File: src/rtl/asr_pkg.sv
// Shared types and constants for the ASR envelope generator.
// No dependencies.
`timescale 1ns / 1ps

package asr_pkg;

  localparam int DURATION_BITS_DEF = 24;
  localparam int LEVEL_BITS_DEF    = 16;
  localparam int ELAPSED_BITS      = 32;

  // Segment of the envelope that a frame falls in
  typedef enum logic [1:0] {
    KIND_ATTACK  = 2'd0,
    KIND_FULL    = 2'd1,
    KIND_RELEASE = 2'd2,
    KIND_ZERO    = 2'd3
  } env_kind_t;

  typedef struct packed {
    logic      done;
    env_kind_t kind;
  } cls_res_t;

endpackage

File: src/rtl/asr_if.sv
// Valid/ready channel interfaces for frame input and level output.
// Depends on asr_pkg.
`timescale 1ns / 1ps

interface asr_in_if #(
  parameter int DURATION_BITS = asr_pkg::DURATION_BITS_DEF
);
  logic                     valid;
  logic                     ready;
  logic                     trigger;
  logic [DURATION_BITS-1:0] attack_len;
  logic [DURATION_BITS-1:0] sustain_len;
  logic [DURATION_BITS-1:0] release_len;

  modport source (
    output valid, trigger, attack_len, sustain_len, release_len,
    input  ready
  );
  modport sink (
    input  valid, trigger, attack_len, sustain_len, release_len,
    output ready
  );
endinterface

interface asr_out_if #(
  parameter int LEVEL_BITS = asr_pkg::LEVEL_BITS_DEF
);
  logic                  valid;
  logic                  ready;
  logic [LEVEL_BITS-1:0] level;

  modport source (
    output valid, level,
    input  ready
  );
  modport sink (
    input  valid, level,
    output ready
  );
endinterface

File: src/rtl/asr_cls.sv
// Segment classifier: registered sequence of compares that picks the
// envelope segment and the division operands. Depends on asr_pkg.
`timescale 1ns / 1ps

module asr_cls #(
  parameter int DURATION_BITS = asr_pkg::DURATION_BITS_DEF
) (
  input  logic                             clk,
  input  logic                             rst_n,
  input  logic                             start,
  input  logic [asr_pkg::ELAPSED_BITS-1:0] p,
  input  logic [DURATION_BITS-1:0]         a,
  input  logic [DURATION_BITS-1:0]         s,
  input  logic [DURATION_BITS-1:0]         r,
  output asr_pkg::cls_res_t                res,
  output logic [DURATION_BITS-1:0]         d,
  output logic [DURATION_BITS-1:0]         den
);
  import asr_pkg::*;

  localparam int EB = ELAPSED_BITS;

  logic [EB-1:0] a_ext, s_ext, r_ext;
  logic [EB-1:0] sum_as_r, sum_asr_r, diff_w;
  logic [DURATION_BITS-1:0] diff_r, d_r, den_r;
  logic lt_a_r, le_as_r;
  logic st1_r, st2_r, done_r;
  env_kind_t kind_r;

  assign a_ext  = {{(EB-DURATION_BITS){1'b0}}, a};
  assign s_ext  = {{(EB-DURATION_BITS){1'b0}}, s};
  assign r_ext  = {{(EB-DURATION_BITS){1'b0}}, r};
  assign diff_w = p - sum_as_r;

  always_ff @(posedge clk) begin
    if (!rst_n) begin
      st1_r  <= 1'b0;
      st2_r  <= 1'b0;
      done_r <= 1'b0;
      kind_r <= KIND_ZERO;
    end else begin
      st1_r  <= start;
      st2_r  <= st1_r;
      done_r <= st2_r;
      if (st2_r) begin
        if (lt_a_r) begin
          kind_r <= KIND_ATTACK;
        end else if (le_as_r) begin
          kind_r <= KIND_FULL;
        end else if (p < sum_asr_r) begin
          kind_r <= KIND_RELEASE;
        end else begin
          kind_r <= KIND_ZERO;
        end
      end
    end
  end

  always_ff @(posedge clk) begin
    if (start) begin
      sum_as_r <= a_ext + s_ext;
      lt_a_r   <= p < a_ext;
    end
    if (st1_r) begin
      sum_asr_r <= sum_as_r + r_ext;
      le_as_r   <= p <= sum_as_r;
      diff_r    <= diff_w[DURATION_BITS-1:0];
    end
    if (st2_r) begin
      d_r   <= lt_a_r ? p[DURATION_BITS-1:0] : diff_r;
      den_r <= lt_a_r ? a : r;
    end
  end

  assign res.done = done_r;
  assign res.kind = kind_r;
  assign d        = d_r;
  assign den      = den_r;

endmodule

File: src/rtl/asr_div.sv
// Bit-serial restoring divider: floor(num * FULL / den), one quotient bit
// per cycle. Requires num < den. Depends on asr_pkg.
`timescale 1ns / 1ps

module asr_div #(
  parameter int DURATION_BITS = asr_pkg::DURATION_BITS_DEF,
  parameter int LEVEL_BITS    = asr_pkg::LEVEL_BITS_DEF
) (
  input  logic                     clk,
  input  logic                     rst_n,
  input  logic                     start,
  input  logic [DURATION_BITS-1:0] num,
  input  logic [DURATION_BITS-1:0] den,
  output logic                     done,
  output logic [LEVEL_BITS-1:0]    quot
);
  import asr_pkg::*;

  localparam int NB = DURATION_BITS + LEVEL_BITS;
  localparam int CB = $clog2(LEVEL_BITS + 1);

  logic [NB-1:0]            prod;
  logic [DURATION_BITS-1:0] den_r, rem_r;
  logic [LEVEL_BITS-1:0]    nlo_r, q_r;
  logic [CB-1:0]            cnt_r;
  logic                     busy_r, done_r;
  logic [DURATION_BITS:0]   trial, diff;
  logic                     ge;

  // num * (2^L - 1); top part is below den since num < den
  assign prod  = {num, {LEVEL_BITS{1'b0}}} - {{LEVEL_BITS{1'b0}}, num};
  assign trial = {rem_r, nlo_r[LEVEL_BITS-1]};
  assign diff  = trial - {1'b0, den_r};
  assign ge    = trial >= {1'b0, den_r};

  always_ff @(posedge clk) begin
    if (!rst_n) begin
      busy_r <= 1'b0;
      done_r <= 1'b0;
      cnt_r  <= '0;
    end else begin
      done_r <= 1'b0;
      if (start) begin
        busy_r <= 1'b1;
        cnt_r  <= CB'(LEVEL_BITS);
      end else if (busy_r) begin
        cnt_r <= cnt_r - CB'(1);
        if (cnt_r == CB'(1)) begin
          busy_r <= 1'b0;
          done_r <= 1'b1;
        end
      end
    end
  end

  always_ff @(posedge clk) begin
    if (start) begin
      den_r <= den;
      rem_r <= prod[NB-1:LEVEL_BITS];
      nlo_r <= prod[LEVEL_BITS-1:0];
    end else if (busy_r) begin
      rem_r <= ge ? diff[DURATION_BITS-1:0] : trial[DURATION_BITS-1:0];
      nlo_r <= {nlo_r[LEVEL_BITS-2:0], 1'b0};
      q_r   <= {q_r[LEVEL_BITS-2:0], ge};
    end
  end

  assign done = done_r;
  assign quot = q_r;

endmodule

File: src/rtl/asr_envelope_generator.sv
// Channel   Dir  Beat contents
// in_ch     in   trigger, attack_len, sustain_len, release_len
// out_ch    out  level
//
// One frame at a time. Attack and release frames go from the classifier
// to the bit-serial divider (one quotient bit per cycle); flat frames skip
// the divider and go straight to the output stage.
// A finished level sits in the output register; the next frame is taken
// while it waits. Reset (synchronous) clears the sample counter.
// Depends on asr_pkg, asr_if, asr_cls, asr_div.
`timescale 1ns / 1ps

module asr_envelope_generator #(
  parameter int DURATION_BITS = asr_pkg::DURATION_BITS_DEF,
  parameter int LEVEL_BITS    = asr_pkg::LEVEL_BITS_DEF
) (
  input  logic       clk,
  input  logic       rst_n,
  asr_in_if.sink     in_ch,
  asr_out_if.source  out_ch
);
  import asr_pkg::*;

  localparam int EB = ELAPSED_BITS;
  localparam logic [LEVEL_BITS-1:0] LEVEL_FULL = {LEVEL_BITS{1'b1}};
  localparam logic [EB-1:0]         ELAPSED_MAX = {EB{1'b1}};

  typedef enum logic [3:0] {
    ST_IDLE = 4'b0001,
    ST_CLS  = 4'b0010,
    ST_DIV  = 4'b0100,
    ST_FIN  = 4'b1000
  } state_t;

  state_t state_r;
  logic [EB-1:0] elapsed_r, p_r, p_nxt;
  logic [DURATION_BITS-1:0] a_r, s_r, r_r;
  logic [LEVEL_BITS-1:0] res_r, level_r;
  logic out_valid_r, cls_start_r;
  logic in_fire, out_free, ramp;
  cls_res_t cls_res;
  logic [DURATION_BITS-1:0] cls_d, cls_den;
  logic div_start, div_done;
  logic [LEVEL_BITS-1:0] quot;

  assign in_fire   = in_ch.valid && (state_r == ST_IDLE);
  assign out_free  = !out_valid_r || out_ch.ready;
  assign p_nxt     = in_ch.trigger ? '0 : elapsed_r;
  assign ramp      = (cls_res.kind == KIND_ATTACK) || (cls_res.kind == KIND_RELEASE);
  assign div_start = (state_r == ST_CLS) && cls_res.done && ramp;

  asr_cls #(
    .DURATION_BITS(DURATION_BITS)
  ) u_cls (
    .clk   (clk),
    .rst_n (rst_n),
    .start (cls_start_r),
    .p     (p_r),
    .a     (a_r),
    .s     (s_r),
    .r     (r_r),
    .res   (cls_res),
    .d     (cls_d),
    .den   (cls_den)
  );

  asr_div #(
    .DURATION_BITS(DURATION_BITS),
    .LEVEL_BITS   (LEVEL_BITS)
  ) u_div (
    .clk   (clk),
    .rst_n (rst_n),
    .start (div_start),
    .num   (cls_d),
    .den   (cls_den),
    .done  (div_done),
    .quot  (quot)
  );

  always_ff @(posedge clk) begin
    if (!rst_n) begin
      state_r     <= ST_IDLE;
      elapsed_r   <= '0;
      cls_start_r <= 1'b0;
      out_valid_r <= 1'b0;
    end else begin
      cls_start_r <= in_fire;
      if (out_valid_r && out_ch.ready) begin
        out_valid_r <= 1'b0;
      end
      case (state_r)
        ST_IDLE: begin
          if (in_fire) begin
            elapsed_r <= (p_nxt == ELAPSED_MAX) ? p_nxt : p_nxt + EB'(1);
            state_r   <= ST_CLS;
          end
        end
        ST_CLS: begin
          if (cls_res.done) begin
            state_r <= ramp ? ST_DIV : ST_FIN;
          end
        end
        ST_DIV: begin
          if (div_done) begin
            state_r <= ST_FIN;
          end
        end
        ST_FIN: begin
          if (out_free) begin
            out_valid_r <= 1'b1;
            state_r     <= ST_IDLE;
          end
        end
        default: state_r <= ST_IDLE;
      endcase
    end
  end

  always_ff @(posedge clk) begin
    if (in_fire) begin
      p_r <= p_nxt;
      a_r <= in_ch.attack_len;
      s_r <= in_ch.sustain_len;
      r_r <= in_ch.release_len;
    end
    if (state_r == ST_CLS && cls_res.done) begin
      res_r <= (cls_res.kind == KIND_FULL) ? LEVEL_FULL : '0;
    end
    if (state_r == ST_DIV && div_done) begin
      res_r <= (cls_res.kind == KIND_ATTACK) ? quot : LEVEL_FULL - quot;
    end
    if (state_r == ST_FIN && out_free) begin
      level_r <= res_r;
    end
  end

  assign in_ch.ready  = (state_r == ST_IDLE);
  assign out_ch.valid = out_valid_r;
  assign out_ch.level = level_r;

endmodule

File: src/flat_wrapper.sv
// flat-port wrapper written by rule: the top's interface ports become plain ports
module asr_envelope_generator_flat import asr_pkg::*;
#(
  parameter int DURATION_BITS = asr_pkg::DURATION_BITS_DEF,
  parameter int LEVEL_BITS    = asr_pkg::LEVEL_BITS_DEF
)
  (clk, rst_n, in_ch_valid, in_ch_trigger, in_ch_attack_len, in_ch_sustain_len, in_ch_release_len, in_ch_ready, out_ch_valid, out_ch_level, out_ch_ready);
  asr_in_if #(.DURATION_BITS(DURATION_BITS)) in_ch_i ();
  asr_out_if #(.LEVEL_BITS(LEVEL_BITS)) out_ch_i ();
  input  logic clk;
  input  logic rst_n;
  input wire logic [$bits(in_ch_i.valid)-1:0] in_ch_valid;
  input wire logic [$bits(in_ch_i.trigger)-1:0] in_ch_trigger;
  input wire logic [$bits(in_ch_i.attack_len)-1:0] in_ch_attack_len;
  input wire logic [$bits(in_ch_i.sustain_len)-1:0] in_ch_sustain_len;
  input wire logic [$bits(in_ch_i.release_len)-1:0] in_ch_release_len;
  output wire logic [$bits(in_ch_i.ready)-1:0] in_ch_ready;
  output wire logic [$bits(out_ch_i.valid)-1:0] out_ch_valid;
  output wire logic [$bits(out_ch_i.level)-1:0] out_ch_level;
  input wire logic [$bits(out_ch_i.ready)-1:0] out_ch_ready;
  assign in_ch_i.valid = in_ch_valid;
  assign in_ch_i.trigger = in_ch_trigger;
  assign in_ch_i.attack_len = in_ch_attack_len;
  assign in_ch_i.sustain_len = in_ch_sustain_len;
  assign in_ch_i.release_len = in_ch_release_len;
  assign in_ch_ready = in_ch_i.ready;
  assign out_ch_valid = out_ch_i.valid;
  assign out_ch_level = out_ch_i.level;
  assign out_ch_i.ready = out_ch_ready;
  asr_envelope_generator #(.DURATION_BITS(DURATION_BITS), .LEVEL_BITS(LEVEL_BITS)) u_core (.clk(clk), .rst_n(rst_n), .in_ch(in_ch_i), .out_ch(out_ch_i));
endmodule
File: config.mk
export PLATFORM = sky130hd
export DESIGN_NAME = asr_envelope_generator_flat
export DESIGN_NICKNAME = d
export VERILOG_FILES = /design/src/rtl/asr_pkg.sv /design/src/rtl/asr_if.sv /design/src/rtl/asr_cls.sv /design/src/rtl/asr_div.sv /design/src/rtl/asr_envelope_generator.sv /design/src/flat_wrapper.sv
export SDC_FILE = /design/constraint.sdc
export NUM_CORES = 1
export LEC_CHECK = 0
export BUFFER_PORTS_ARGS = -buffer_cell sky130_fd_sc_hd__buf_2
export CAP_MARGIN = 10
export CORE_AREA = 5 5 274 276
export CTS_CLUSTER_DIAMETER = 80
export DETAILED_ROUTE_END_ITERATION = 8
export DIE_AREA = 0 0 279 281
export MAX_ROUTING_LAYER = met4
export PLACE_DENSITY = 0.46
export RECOVER_POWER = 50
export SLEW_MARGIN = 20
export SYNTH_ARGS = -nofsm -noshare
export SYNTH_HDL_FRONTEND = slang
export SYNTH_SLANG_ARGS = --single-unit
export TNS_END_PERCENT = 5
File: constraint.sdc
create_clock -name clk -period 5.4 [get_ports clk]
set_clock_uncertainty 0.1 [all_clocks]
set_input_delay 0.54 -clock clk [delete_from_list [all_inputs] [get_ports clk]]
set_output_delay 0.54 -clock clk [all_outputs]
set_load 0.03 [all_outputs]
==> run summary <==
Initial detailed-routing violation count: 897. The run gives 7228 as the count of filler cells inserted in the layout. The total of endpoints with negative setup slack in the final report is 0, and the part of the total power dissipated in combinational logic is 13.6%. The analysis attributes to cell leakage a power of 9.82 nW.

The worst setup path is launched from a primary input. For this run, the share of the core covered by cells in the final layout is 34.7%. The internal power contribution is 6.04 mW, and the number of instances in the synthesized netlist is 1903. The adder-cell area share of the yosys netlist was 9.51%.

The tool flagged a number of max-cap violations equal to 5. The clock network accounts for 41.8% of the total power. The first global-routing pass estimated 84600 um of wire. For the worst setup path, the data required time is 5760 ps. The logs give 14900 for the via count of the first global-routing pass and 13.9% for the global-route total usage across every layer.

The routed length per instance is 17.8 um, and the area occupied by multi-input gates is 9470 sq um. The layout overhead on the synthesized area was 16.8%; the setup fix buffers added after clock tree synthesis was 0. The run gives 0 as the remaining antenna violation count after routing. The run gives 54400 um as the routed wire length.

Dominant synthesized flop cell: sky130_fd_sc_hd__edfxtp_1. Setup repair after global routing left no endpoint under its margin. For this block, the via count after detailed routing is 14600. Clock-pin slew was measured on the worst setup and hold paths at 60 ps.

The max-slew violation count came out at 226. In this run, synthesis inferred 341 flip-flops with an integrated enable. After the last flow step, the layout net total stands at 2292.

Registers take 11200 sq um. Entering global routing, the biggest net connects 64 pins. The die is 279 um wide.

In this run the cell area measured after placement is 23000 sq um. STA puts the critical path data arrival time at 4240 ps. Post-CTS repair changed the size of 0 cells. The accumulated negative setup slack is 0 ps, and the area share of the largest cell type after synthesis is 47.7%.

STA classifies the critical path endpoint as a flop. The synthesized netlist devotes 12.5% of its cell area to compound gates. The worst pin sits at a relative slew slack of -120%. Kind of critical path: primary input to flop. The measured slew at the worst slew-check pin is 3290 ps, and the maximum frequency from static timing analysis is 0.257 GHz. After clock tree synthesis, the flow added hold-fix buffers numbering 45. sky130_fd_sc_hd__edfxtp_1 takes more of the synthesized area than any other cell. TritonCTS built the clock tree.

The final clock period utilization by the worst path was 72.0%; the final number of hold-violating endpoints was 0. In this run the worst path has a maximum fanout of 37. The remaining global-route overflow is 0, and the sequential element share of the synthesized area is 52.3%. Ratio of routed vias to standard cells: 4.79. The clock reaches the later pin of the worst-skew pair after 590 ps. The HPWL after detailed placement is 40100 um. The run gives 47 as the clock buffer count from CTS.

The logs give 44.5% for the fraction of power consumed by sequential logic and 0.216 mV for the largest vdd supply drop. From bottom edge to top edge, the die measures 281 um. For this run, design rule violations remaining after detail routing come to 0. For this design the ratio of total power to cell area is 322 nW/um^2. The logs give 95 for the number of top-level design ports and 5 for the number of search-and-repair iterations in the first detailed-routing pass. OpenSTA, run right after detailed placement, puts the worst setup slack at 1720 ps. The xor/xnor share of the synthesized area was 6.40%; the multiplexer share of the synthesized area was 3.13%.

In this run, synthesis produced a sequential element count of 391. The number of cell rows came out at 99. The run gives 3 as the largest buffer count on any clock path.

Of the total power, the share spent switching nets is 25.3%. After synthesis, the mean cell area works out to 11.3 sq um. Library cell used as clock root buffer: sky130_fd_sc_hd__clkbuf_16.

The tools report the number of different library cells in the post-synthesis netlist as 89. The die covers 78400 sq um. Once routing completed, OpenROAD measured the worst setup slack at 1510 ps. The share of synthesized cell area in and, or, nand and nor gates works out to 12.5%.

Main combinational cell family by area after synthesis: simple AND/OR/NAND/NOR gates. For this run, asynchronously set or reset flops after synthesis account for 0%. The number of H-tree levels is 2, and the power dissipated by switching net loads is 2.04 mW.

The count of synthesis-stage warnings from yosys was 0. At the end of routability-driven placement, the weighted congestion stood at 0.902. The dominant cell by count in the synthesized netlist was sky130_fd_sc_hd__edfxtp_1. For the initial antenna violation count, the log shows 0. Synthesis produced a netlist with a net count of 2141. Ranked by instance count, the synthesized netlist is headed by sky130_fd_sc_hd__edfxtp_1, sky130_fd_sc_hd__nand2_1, sky130_fd_sc_hd__ha_1.

The final hold slack is 35.4 ps, and the total of buffers placed on input and output ports is 94. The checks that failed: capacitance limit, slew limit. The type of the worst min-delay path is primary input to flop. Summing all non-filler instances in the final layout gives an area of 25100 sq um. Sorting the synthesized cells by area gives the leading types as sky130_fd_sc_hd__edfxtp_1, sky130_fd_sc_hd__ha_1, sky130_fd_sc_hd__dfxtp_1.

The proportion of layout cells with a drive suffix above 1 is 10.5%, and the post-route minimum period is 3890 ps. After floorplanning, the core was sized to cover 72300 sq um. Clock tree synthesis found a total of 391 sinks.

The flow ran to the end, but the final reports show violations. The run gives 21500 sq um as the netlist area before placement. Once the floorplan was initialized, standard cells occupied 29.7% of the core.
==> cells by family after synthesis <==
| logic type | Yosys count |
|---|---|
| and+or+nand+nor | 541 |
| AOI/OAI and AO/OA | 394 |
| DFF | 391 |
| buffers and inverters | 198 |
| adders and majority gates | 161 |
| xor gates and xnor gates | 157 |
| muxes | 61 |
==> critical path, cell delays in order <==
cell and delay (ps):
sky130_fd_sc_hd__clkbuf_1 1260, sky130_fd_sc_hd__nor2b_1 230, sky130_fd_sc_hd__ha_1 360, sky130_fd_sc_hd__and4_1 200
sky130_fd_sc_hd__nand4_1 130, sky130_fd_sc_hd__o31a_1 370, sky130_fd_sc_hd__and4_1 340, sky130_fd_sc_hd__nand3_2 140
sky130_fd_sc_hd__or3_4 370, sky130_fd_sc_hd__o2111ai_1 180, sky130_fd_sc_hd__o31ai_1 100
==> sequential cells by signal, indices dropped and copies added, names as in the netlist, 25 cells and up <==
signal / count
u_core.p_r: 32
u_core.u_cls.sum_as_r: 25
u_core.elapsed_r: 32
u_core.u_cls.sum_asr_r: 26
==> per-stage QoR <==
stage | std cells | power (mW)
6_report | 3053 | 8.08
5_1_grt | 3052 | 8.44
4_1_cts | 3052 | 8.19
3_5_place_dp | 2919 | 4.74
3_3_place_gp | 2919 | 4.72
2_1_floorplan | 1903 | 4.41
==> final timing paths <==
path / slack, ps / cells past startpoint / endpoint / from
max: 1510 / 11 / u_core.elapsed_r[31] / in_ch_trigger
min: 40 / 1 / u_core.a_r[1] / in_ch_attack_len[1]
max reg2reg: 1750 / 2 / u_core.u_cls.den[2] / u_core.u_cls.lt_a_r
min reg2reg: 320 / 0 / u_core.out_ch.level[12] / u_core.res_r[12]
==> routing by layer <==
layer	vias to the layer above	routed length (um)	track usage [%]
li1	7234	-	-
met1	7048	25500	18.2
met2	247	25400	22.7
met3	103	1760	1.85
met4	0	1780	4.56
met5	-	0	-
==> cell usage in the layout (no fill, tap or decap), types with 69 or more instances in the layout <==
master and count:
sky130_fd_sc_hd__edfxtp_1 341, sky130_fd_sc_hd__nand2_1 168, sky130_fd_sc_hd__ha_1 157, sky130_fd_sc_hd__inv_1 147, sky130_fd_sc_hd__nor2_1 130, sky130_fd_sc_hd__xnor2_1 107
sky130_fd_sc_hd__a21oi_1 94, sky130_fd_sc_hd__o21ai_0 73, sky130_fd_sc_hd__buf_2 72, sky130_fd_sc_hd__a21o_1 69
==> power groups by stage <==
stage                     Combinational, mW  Clock (mW)  Sequential (mW)
after global routing                   1.23        3.60             3.61
after detailed placement               1.08           0             3.66
final                                  1.10        3.38             3.60
after CTS                              1.11        3.48             3.60
after floorplan                       0.790           0             3.62
after global placement                 1.06           0             3.66
==> cell type report <==
class / count / share of cell area, %
antenna: 1 / 0.00997
clock buffer: 53 / 4.90
clock inverter: 35 / 1.72
inverter: 151 / 2.28
multi-input combinational: 1314 / 37.7
sequential: 391 / 44.8
tap: 959 / 4.78
timing repair buffer: 149 / 3.80
Power figures use the tool's default switching activity.
